`src/hw/rtl/backslash_escape_decoder_macros.svh`:
```
// ---------------------------------------------------------------------------
// backslash escape decoder assertion macros
// shared concurrent assertion forms, empty when synthesizing
// ---------------------------------------------------------------------------
`ifndef BACKSLASH_ESCAPE_DECODER_MACROS_SVH
`define BACKSLASH_ESCAPE_DECODER_MACROS_SVH

`ifndef SYNTHESIS

// same-cycle implication
`define BED_ASSERT_IMP(lbl, clk, rst_n, ante, cons) \
    lbl: assert property (@(posedge clk) disable iff (!(rst_n)) (ante) |-> (cons)) \
        else $error("assertion failed: same-cycle implication");

// next-cycle implication
`define BED_ASSERT_NXT(lbl, clk, rst_n, ante, cons) \
    lbl: assert property (@(posedge clk) disable iff (!(rst_n)) (ante) |=> (cons)) \
        else $error("assertion failed: next-cycle implication");

`else

`define BED_ASSERT_IMP(lbl, clk, rst_n, ante, cons)
`define BED_ASSERT_NXT(lbl, clk, rst_n, ante, cons)

`endif

`endif

```
`src/hw/rtl/bed_pkg.sv`:
```
// ---------------------------------------------------------------------------
// bed_pkg
// types and character constants of the backslash escape decoder
// ---------------------------------------------------------------------------
`timescale 1ns / 1ps
`default_nettype none

package bed_pkg;

    localparam int unsigned BYTE_W  = 8;
    localparam int unsigned OVAL_W  = 9;
    localparam int unsigned GROUP_N = 3;

    localparam logic [BYTE_W-1:0] CH_BACKSLASH = 8'h5C;
    localparam logic [BYTE_W-1:0] CH_UC_N      = 8'h4E;
    localparam logic [BYTE_W-1:0] CH_ZERO      = 8'h30;
    localparam logic [BYTE_W-1:0] CH_SEVEN     = 8'h37;
    localparam logic [BYTE_W-1:0] CH_LC_T      = 8'h74;
    localparam logic [BYTE_W-1:0] CH_LC_S      = 8'h73;
    localparam logic [BYTE_W-1:0] CH_LC_N      = 8'h6E;
    localparam logic [BYTE_W-1:0] CH_LC_R      = 8'h72;
    localparam logic [BYTE_W-1:0] CH_LC_B      = 8'h62;
    localparam logic [BYTE_W-1:0] CH_TAB       = 8'h09;
    localparam logic [BYTE_W-1:0] CH_BLANK     = 8'h20;
    localparam logic [BYTE_W-1:0] CH_NEWLINE   = 8'h0A;
    localparam logic [BYTE_W-1:0] CH_CR        = 8'h0D;
    localparam logic [BYTE_W-1:0] CH_BACKSPACE = 8'h08;

    // escape phase, one-hot
    typedef enum logic [3:0] {
        PH_PLAIN = 4'b0001,
        PH_ESC   = 4'b0010,
        PH_OCT1  = 4'b0100,
        PH_OCT2  = 4'b1000
    } t_phase;

    // results of one input transaction
    typedef struct packed {
        logic [GROUP_N-1:0][BYTE_W-1:0] bytes;
        logic [1:0]                     cnt;
        logic                           bare;
        logic                           arg_last;
    } t_group;

endpackage

`default_nettype wire

```
`src/hw/rtl/backslash_escape_decoder.sv`:
```
// ---------------------------------------------------------------------------
// backslash_escape_decoder
// streaming decoder of backslash escapes in argument strings
// ---------------------------------------------------------------------------
// usage:
//   input stream: one argument character per transaction in s_axis_tdata,
//   s_axis_tlast set on the final character of the argument
//   output stream: one decoded character per transaction; tuser bit 0 says
//   whether tdata carries a character (clear on a bare end-of-argument mark),
//   tuser bit 1 marks the last result of an input transaction, tlast marks
//   the last result of the argument
//   each input byte yields zero to three results (octal escapes, a zero octal
//   value becoming backslash N, unknown escapes passed on with their backslash)
// decode: each accepted byte is decoded combinationally into the buffer;
//   one byte is decoded per cycle in a single pass while the buffer has room
// throughput: one input per cycle while each input yields at most one result
//   and the receiver is ready; a byte with k results sends them one by one
// stall: a two-group result buffer lets input continue for one more
//   transaction while the receiver stalls; s_axis_tready drops when it is full
// reset: the escape phase returns to plain text and the buffer empties
// ---------------------------------------------------------------------------
`timescale 1ns / 1ps
`default_nettype none

module backslash_escape_decoder (
    input  wire logic        i_clk,
    input  wire logic        i_rst_n,
    // input stream
    input  wire logic        s_axis_tvalid,
    output logic             s_axis_tready,
    input  wire logic [7:0]  s_axis_tdata,   // [7:0] in_byte
    input  wire logic        s_axis_tlast,   // arg_last
    // output stream
    output logic             m_axis_tvalid,
    input  wire logic        m_axis_tready,
    output logic [7:0]       m_axis_tdata,   // [7:0] out_byte
    output logic [1:0]       m_axis_tuser,   // [0] byte_valid, [1] run_last
    output logic             m_axis_tlast    // arg_end
);
    import bed_pkg::*;

    logic    w_accept;
    logic    w_push;
    logic    w_bare;
    t_group  w_group;

    // input transaction taken when the buffer has a free group slot
    assign w_accept = s_axis_tvalid && s_axis_tready;

    bed_decode u_decode (
        .i_clk    (i_clk),
        .i_rst_n  (i_rst_n),
        .i_accept (w_accept),
        .i_byte   (s_axis_tdata),
        .i_last   (s_axis_tlast),
        .o_group  (w_group)
    );

    // bytes that produce nothing (opening backslash, pending octal digits)
    // never enter the buffer
    assign w_push = w_accept && (w_group.cnt != 2'd0);

    bed_queue u_queue (
        .i_clk      (i_clk),
        .i_rst_n    (i_rst_n),
        .i_push     (w_push),
        .i_group    (w_group),
        .o_ready    (s_axis_tready),
        .o_tvalid   (m_axis_tvalid),
        .i_tready   (m_axis_tready),
        .o_byte     (m_axis_tdata),
        .o_bare     (w_bare),
        .o_arg_end  (m_axis_tlast),
        .o_run_last (m_axis_tuser[1])
    );

    assign m_axis_tuser[0] = ~w_bare;

endmodule

`default_nettype wire

```
`src/hw/rtl/bed_decode.sv`:
```
// ---------------------------------------------------------------------------
// bed_decode
// escape phase state and combinational decode of one input byte
// ---------------------------------------------------------------------------
`timescale 1ns / 1ps
`default_nettype none
`include "backslash_escape_decoder_macros.svh"

module bed_decode (
    input  wire logic                     i_clk,
    input  wire logic                     i_rst_n,
    input  wire logic                     i_accept,
    input  wire logic [bed_pkg::BYTE_W-1:0] i_byte,
    input  wire logic                     i_last,
    output bed_pkg::t_group               o_group
);
    import bed_pkg::*;

    t_phase              r_phase;
    t_phase              n_phase;
    logic [OVAL_W-1:0]   r_oval;
    logic [OVAL_W-1:0]   n_oval;
    t_group              w_group;
    logic                w_oct;

    function automatic t_group push_byte(t_group g, logic [BYTE_W-1:0] b);
        t_group r;
        r = g;
        if (g.cnt != 2'd3) begin
            r.bytes[g.cnt] = b;
            r.cnt          = g.cnt + 2'd1;
        end
        return r;
    endfunction

    // zero value closes as backslash N
    function automatic t_group finish_octal(t_group g, logic [OVAL_W-1:0] v);
        t_group r;
        r = g;
        if (v == '0) begin
            r = push_byte(r, CH_BACKSLASH);
            r = push_byte(r, CH_UC_N);
        end else begin
            r = push_byte(r, v[BYTE_W-1:0]);
        end
        return r;
    endfunction

    assign w_oct = (i_byte >= CH_ZERO) && (i_byte <= CH_SEVEN);

    always_comb begin
        w_group = '0;
        n_phase = r_phase;
        n_oval  = r_oval;
        unique case (r_phase)
            PH_PLAIN: begin
                if (i_byte == CH_BACKSLASH) begin
                    n_phase = PH_ESC;
                end else begin
                    w_group = push_byte(w_group, i_byte);
                end
            end
            PH_ESC: begin
                if (w_oct) begin
                    n_oval  = {{(OVAL_W-3){1'b0}}, i_byte[2:0]};
                    n_phase = PH_OCT1;
                end else begin
                    n_phase = PH_PLAIN;
                    unique case (i_byte)
                        CH_LC_T: w_group = push_byte(w_group, CH_TAB);
                        CH_LC_S: w_group = push_byte(w_group, CH_BLANK);
                        CH_LC_N: w_group = push_byte(w_group, CH_NEWLINE);
                        CH_LC_R: w_group = push_byte(w_group, CH_CR);
                        CH_LC_B: w_group = push_byte(w_group, CH_BACKSPACE);
                        default: begin
                            w_group = push_byte(w_group, CH_BACKSLASH);
                            w_group = push_byte(w_group, i_byte);
                        end
                    endcase
                end
            end
            PH_OCT1, PH_OCT2: begin
                if (w_oct) begin
                    n_oval = {r_oval[OVAL_W-4:0], i_byte[2:0]};
                    if (r_phase == PH_OCT2) begin
                        w_group = finish_octal(w_group, n_oval);
                        n_oval  = '0;
                        n_phase = PH_PLAIN;
                    end else begin
                        n_phase = PH_OCT2;
                    end
                end else begin
                    // non-digit closes the escape, then is plain text or opens a new escape
                    w_group = finish_octal(w_group, r_oval);
                    n_oval  = '0;
                    n_phase = PH_PLAIN;
                    if (i_byte == CH_BACKSLASH) begin
                        n_phase = PH_ESC;
                    end else begin
                        w_group = push_byte(w_group, i_byte);
                    end
                end
            end
            default: begin
                n_phase = PH_PLAIN;
                n_oval  = '0;
            end
        endcase

        if (i_last) begin
            if ((n_phase == PH_OCT1) || (n_phase == PH_OCT2)) begin
                w_group = finish_octal(w_group, n_oval);
            end
            n_phase = PH_PLAIN;
            n_oval  = '0;
            // end mark with no byte
            if (w_group.cnt == 2'd0) begin
                w_group.cnt  = 2'd1;
                w_group.bare = 1'b1;
            end
        end
        w_group.arg_last = i_last;
    end

    always_ff @(posedge i_clk) begin
        if (!i_rst_n) begin
            r_phase <= PH_PLAIN;
            r_oval  <= '0;
        end else if (i_accept) begin
            r_phase <= n_phase;
            r_oval  <= n_oval;
        end
    end

    assign o_group = w_group;

    `BED_ASSERT_IMP(a_oval_clear_outside_octal, i_clk, i_rst_n,
        (r_phase == PH_PLAIN) || (r_phase == PH_ESC), r_oval == '0)
    `BED_ASSERT_NXT(a_arg_end_resets_phase, i_clk, i_rst_n,
        i_accept && i_last, (r_phase == PH_PLAIN) && (r_oval == '0))

endmodule

`default_nettype wire

```
`src/hw/rtl/bed_queue.sv`:
```
// ---------------------------------------------------------------------------
// bed_queue
// two-group result buffer that serializes each group onto the output
// ---------------------------------------------------------------------------
`timescale 1ns / 1ps
`default_nettype none
`include "backslash_escape_decoder_macros.svh"

module bed_queue (
    input  wire logic                       i_clk,
    input  wire logic                       i_rst_n,
    input  wire logic                       i_push,
    input  wire bed_pkg::t_group            i_group,
    output logic                            o_ready,
    output logic                            o_tvalid,
    input  wire logic                       i_tready,
    output logic [bed_pkg::BYTE_W-1:0]      o_byte,
    output logic                            o_bare,
    output logic                            o_arg_end,
    output logic                            o_run_last
);
    import bed_pkg::*;

    t_group      r_mem [2];
    logic        r_wr_ptr;
    logic        r_rd_ptr;
    logic [1:0]  r_count;
    logic [1:0]  n_count;
    logic [1:0]  r_idx;
    t_group      w_head;
    logic        w_final;
    logic        w_take;
    logic        w_pop;

    assign w_head   = r_mem[r_rd_ptr];
    assign o_tvalid = (r_count != 2'd0);
    assign o_ready  = (r_count != 2'd2);
    assign w_final  = ((r_idx + 2'd1) == w_head.cnt);
    assign w_take   = o_tvalid && i_tready;
    assign w_pop    = w_take && w_final;

    always_comb begin
        n_count = r_count;
        if (i_push && !w_pop) begin
            n_count = r_count + 2'd1;
        end else if (!i_push && w_pop) begin
            n_count = r_count - 2'd1;
        end
    end

    always_ff @(posedge i_clk) begin
        if (i_push) begin
            r_mem[r_wr_ptr] <= i_group;
        end
    end

    always_ff @(posedge i_clk) begin
        if (!i_rst_n) begin
            r_wr_ptr <= 1'b0;
            r_rd_ptr <= 1'b0;
            r_count  <= 2'd0;
            r_idx    <= 2'd0;
        end else begin
            r_count <= n_count;
            if (i_push) begin
                r_wr_ptr <= ~r_wr_ptr;
            end
            if (w_pop) begin
                r_rd_ptr <= ~r_rd_ptr;
            end
            if (w_take) begin
                r_idx <= w_final ? 2'd0 : r_idx + 2'd1;
            end
        end
    end

    assign o_byte     = w_head.bytes[r_idx];
    assign o_bare     = w_head.bare;
    assign o_arg_end  = w_head.arg_last && w_final;
    assign o_run_last = w_final;

    `BED_ASSERT_IMP(a_count_in_range, i_clk, i_rst_n, 1'b1, r_count != 2'd3)
    `BED_ASSERT_IMP(a_no_push_when_full, i_clk, i_rst_n, i_push, r_count != 2'd2)
    `BED_ASSERT_IMP(a_idx_inside_group, i_clk, i_rst_n, o_tvalid,
        (r_idx < w_head.cnt) && (w_head.cnt != 2'd0))

endmodule

`default_nettype wire
```
`config.mk`:
```
export PLATFORM = sky130hd
export DESIGN_NAME = backslash_escape_decoder
export DESIGN_NICKNAME = d
export VERILOG_FILES = /design/src/hw/rtl/bed_pkg.sv /design/src/hw/rtl/backslash_escape_decoder.sv /design/src/hw/rtl/bed_decode.sv /design/src/hw/rtl/bed_queue.sv
export VERILOG_INCLUDE_DIRS = /design/src /design/src/hw/rtl
export SDC_FILE = /design/constraint.sdc
export NUM_CORES = 1
export LEC_CHECK = 0
export BUFFER_PORTS_ARGS = -buffer_cell sky130_fd_sc_hd__buf_2
export CAP_MARGIN = 20
export CORE_ASPECT_RATIO = 1.75
export CORE_MARGIN = 2
export CORE_UTILIZATION = 55
export CTS_CLUSTER_DIAMETER = 200
export DETAILED_ROUTE_END_ITERATION = 8
export PLACE_DENSITY_LB_ADDON = 0.05
export SYNTH_ARGS = -nofsm -noshare
export SYNTH_HDL_FRONTEND = slang
export SYNTH_HIERARCHICAL = 1
export SYNTH_SLANG_ARGS = --single-unit
```
`constraint.sdc`:
```
create_clock -name i_clk -period 3.9 [get_ports i_clk]
set_input_delay 0.195 -clock i_clk [delete_from_list [all_inputs] [get_ports i_clk]]
set_output_delay 0.195 -clock i_clk [all_outputs]
set_load 0.03 [all_outputs]
```
==> PnR_summary.wiki <==
{| class="wikitable"
! Metric !! Value
|-
| Synthesized area per cell || 10.9 µm²
|-
| Count of instances resized after the clock tree is built || 0
|-
| Final setup violation count || 0
|-
| Sequential element share of the synthesized area || 48.8%
|-
| Ys flop type || sky130_fd_sc_hd__edfxtp_1
|-
| Global-route wire length before repair || 18,600 µm
|-
| Cell type contributing the most total cell area after synthesis || sky130_fd_sc_hd__edfxtp_1
|-
| FFs w/ async S/R, synth || 0%
|-
| Number of buffers inserted by post-CTS setup repair || 0
|-
| Actual transition at the worst max-transition pin || 0.834 ns
|-
| Overall die area || 8500 µm²
|-
| Crit path launch || u_decode/r_oval[3]$_SDFFE_PN0P_
|-
| Count of flip-flops with a built-in enable after synthesis || 56
|-
| Cts bufs inserted || 9
|-
| Initial core utilization || 56.3%
|-
| Largest cells by area after synthesis || sky130_fd_sc_hd__edfxtp_1 39%, sky130_fd_sc_hd__dfxtp_1 9.4%, sky130_fd_sc_hd__and2_1 3.8%, sky130_fd_sc_hd__mux4_1 3.1%, sky130_fd_sc_hd__mux2i_1 3.1%
|-
| Rows || 42
|-
| Total power per unit cell area || 514 nW/µm²
|-
| Cells along the critical path || nor4_2 > and3_1 > inv_1 > ha_1 > o221ai_1 > a21oi_1 > a2bb2oi_1 > o21ai_1 > o211a_1 > ha_1 > or3_1 > a21oi_1
|-
| WL/cell || 23.2 µm
|-
| Antenna violations before repair || 0
|-
| Worst-Skew Late Latency || 0.33 ns
|-
| First DRT Iteration DRCs || 239
|-
| Largest stage delay on the critical path || 0.51 ns
|-
| Highest net fanout along the worst path || 7
|-
| Critical Path Slowest Stage Cell || sky130_fd_sc_hd__nor4_2
|-
| Clock Pin Slew Worst Setup and Hold Paths || 0.06 ns
|-
| Kind of launch point of the worst setup path || flop
|-
| # IOs || 26
|-
| Maximum ir drop on the vdd rail || 0.000255 V
|-
| Synthesized instance count || 390
|-
| Clock tree buffer depth || 2
|-
| Share of the core filled with cells in the final layout || 63.8%
|-
| Post-DR vias/cell || 6.59
|-
| Floorplan Core Area || 7570 µm²
|-
| Required time of the critical path || 4.17 ns
|-
| Drc violations || 0
|-
| Post-synth cell types || 77
|-
| Proportion of layout cells with a drive suffix above 1 || 19.8%
|-
| Cells on worst reg2reg path || 12
|-
| Share of the clock period used by the worst path || 90.4%
|-
| Synth top cells by count || 56 x sky130_fd_sc_hd__edfxtp_1, 29 x sky130_fd_sc_hd__nand2_1, 26 x sky130_fd_sc_hd__and2_1
|-
| Die width || 70.6 µm
|-
| Number of sinks on the clock net || 76
|-
| Number of buffers inserted for hold repair after clock tree synthesis || 0
|-
| CP Buf/Inv Count || 1
|-
| Top cell family by delay on the critical path || compound AO/OA/AOI/OAI gates
|-
| Type of the worst setup path || reg -> reg
|-
| Number of synthesized register bits || 76
|-
| Worst hold start || i_rst_n
|-
| Clock tree root buffer cell || sky130_fd_sc_hd__clkbuf_16
|-
| Highest attainable clock frequency || 0.284 GHz
|-
| Classification of the worst-slack hold path || in -> reg
|-
| Final count of hold timing violations || 0
|-
| Final critical path time including I/O delays and setup || 3.53 ns
|-
| Port-buffer cells || 25
|-
| H-tree level count || 3
|-
| Synth top area share || 39.4%
|-
| Global route total overflow || 0
|-
| Vias in the first global route || 3,400
|-
| Routability congestion estimate || 1.11
|-
| Total wire length || 11,900 µm
|-
| Reported leakage power || 1.78 nW
|-
| Max Cap Viol || 0
|-
| Most repeated cell in the gate-level netlist after synthesis || sky130_fd_sc_hd__edfxtp_1
|-
| Crit. path cell count || 12
|-
| Setup total negative slack || 0 ns
|-
| Worst flop-to-flop path startpoint || u_decode/r_oval[3]$_SDFFE_PN0P_
|-
| Setup repair after global routing missed its margin || false
|-
| Number of iterations in the first detailed-routing pass || 6
|-
| Yosys synthesis warning count || 6
|-
| Number of slew-limit violations in the final report || 0
|-
| Fin nets || 434
|-
| Post-detailed-placement half-perimeter wirelength || 8870 µm
|-
| Largest net degree at the start of global routing || 29
|-
| Hold path cells || 2
|-
| Routed vias || 3,372
|-
| Clock tree from TritonCTS || yes
|-
| Result of the run || finished clean
|-
| Cell area after synthesis || 4260 µm²
|-
| Setup Skew || 0.00536 ns
|-
| Worst slew margin relative to its limit || 43.9%
|-
| Global-route usage over all layers || 29.4%
|-
| Area delta synth->final || 13.2%
|-
| Vert. Die Dim || 120 µm
|-
| WP data arrival || 3.79 ns
|-
| Number of nets in the synthesized netlist || 405
|-
| Endpoint type of the worst setup path || flop
|-
| Residual antenna-violating net count after detailed routing || 0
|-
| Number of antenna cells inserted || 0
|}
-- layer usage --
metal / wire [µm] / track usage, %
met5: 0 / 0
met4: 943 / 21.5
met3: 539 / 5.67
met2: 6280 / 52.1
met1: 4130 / 30.0
-- stage by stage --
step                power [W]  setup WS (ns)  cell area [µm²]  cells  hold slack, ns
finish                0.00248          0.373             4830    512           0.166
global route          0.00259          0.150             4830    512           0.179
CTS                   0.00250          0.341             4820    512           0.161
detailed placement    0.00170          0.377             4540    496           0.502
global placement      0.00168          0.454             4540    496           0.462
floorplan             0.00152          0.280             4270    390           0.317
-- layout by cell type, fill, tap and decap left out, drive strengths merged, types with 10 or more instances in the layout --
cell type  netlist  final
a22oi           12     12
buf             10     40
clkbuf          12     10
o21ai           17     17
a21oi           11     11
dfxtp           20     20
and2            26     26
mux2i           15     15
nand2           29     29
edfxtp          56     56
inv             22     22
o22ai           17     17
nor2            18     18
-- cell type report --
| class | count | area [µm²] |
|---|---|---|
| fillers | 645 | 2740 |
| flip-flops and latches | 76 | 2080 |
| multi-input cells | 270 | 2010 |
| repair buffers | 40 | 263 |
| clock buffers | 10 | 229 |
| well taps | 88 | 110 |
| inverters | 22 | 82.6 |
| clock inverters | 6 | 55.1 |
-- logic make-up (layout without fill, tap and decap cells) --
kind of cell,count (synthesis),count (layout),synth area share [%]
AO/OA/AOI/OAI,101,101,17.1
XOR/XNOR,8,8,1.82
adder cells (fa/ha/maj),2,2,0.587
buffers and inverters,44,78,4.31
flip-flops,76,76,48.8
multiplexers,25,25,8.89
AND/OR/NAND/NOR,134,134,18.5
-- worst paths after layout --
kind / to / slack [ns]
worst max-delay path: u_queue/r_count[1]$_SDFFE_PN0P_ / 0.37
worst min-delay path: u_decode/r_phase[0]$_SDFFE_PN1P_ / 0.17
worst max register to register: u_queue/r_count[1]$_SDFFE_PN0P_ / 0.37
worst min register to register: u_queue/r_rd_ptr$_SDFFE_PN0P_ / 0.50
-- flip-flops by register name, indices dropped and copies added, names as in the netlist, named ones only --
signal,cells
u_decode/r_oval,9
u_decode/r_phase,4
u_queue/r_count,2
u_queue/r_idx,2
u_queue/r_mem,56
u_queue/r_rd_ptr,1
u_queue/r_wr_ptr,1
-- where the power goes --
group	internal, W	switching, W	leakage, nW
Clock	0.000489	0.000314	0.139
Combinational	0.000248	0.000385	0.950
Sequential	0.000995	0.0000527	0.691
Power figures use the tool's default switching activity.
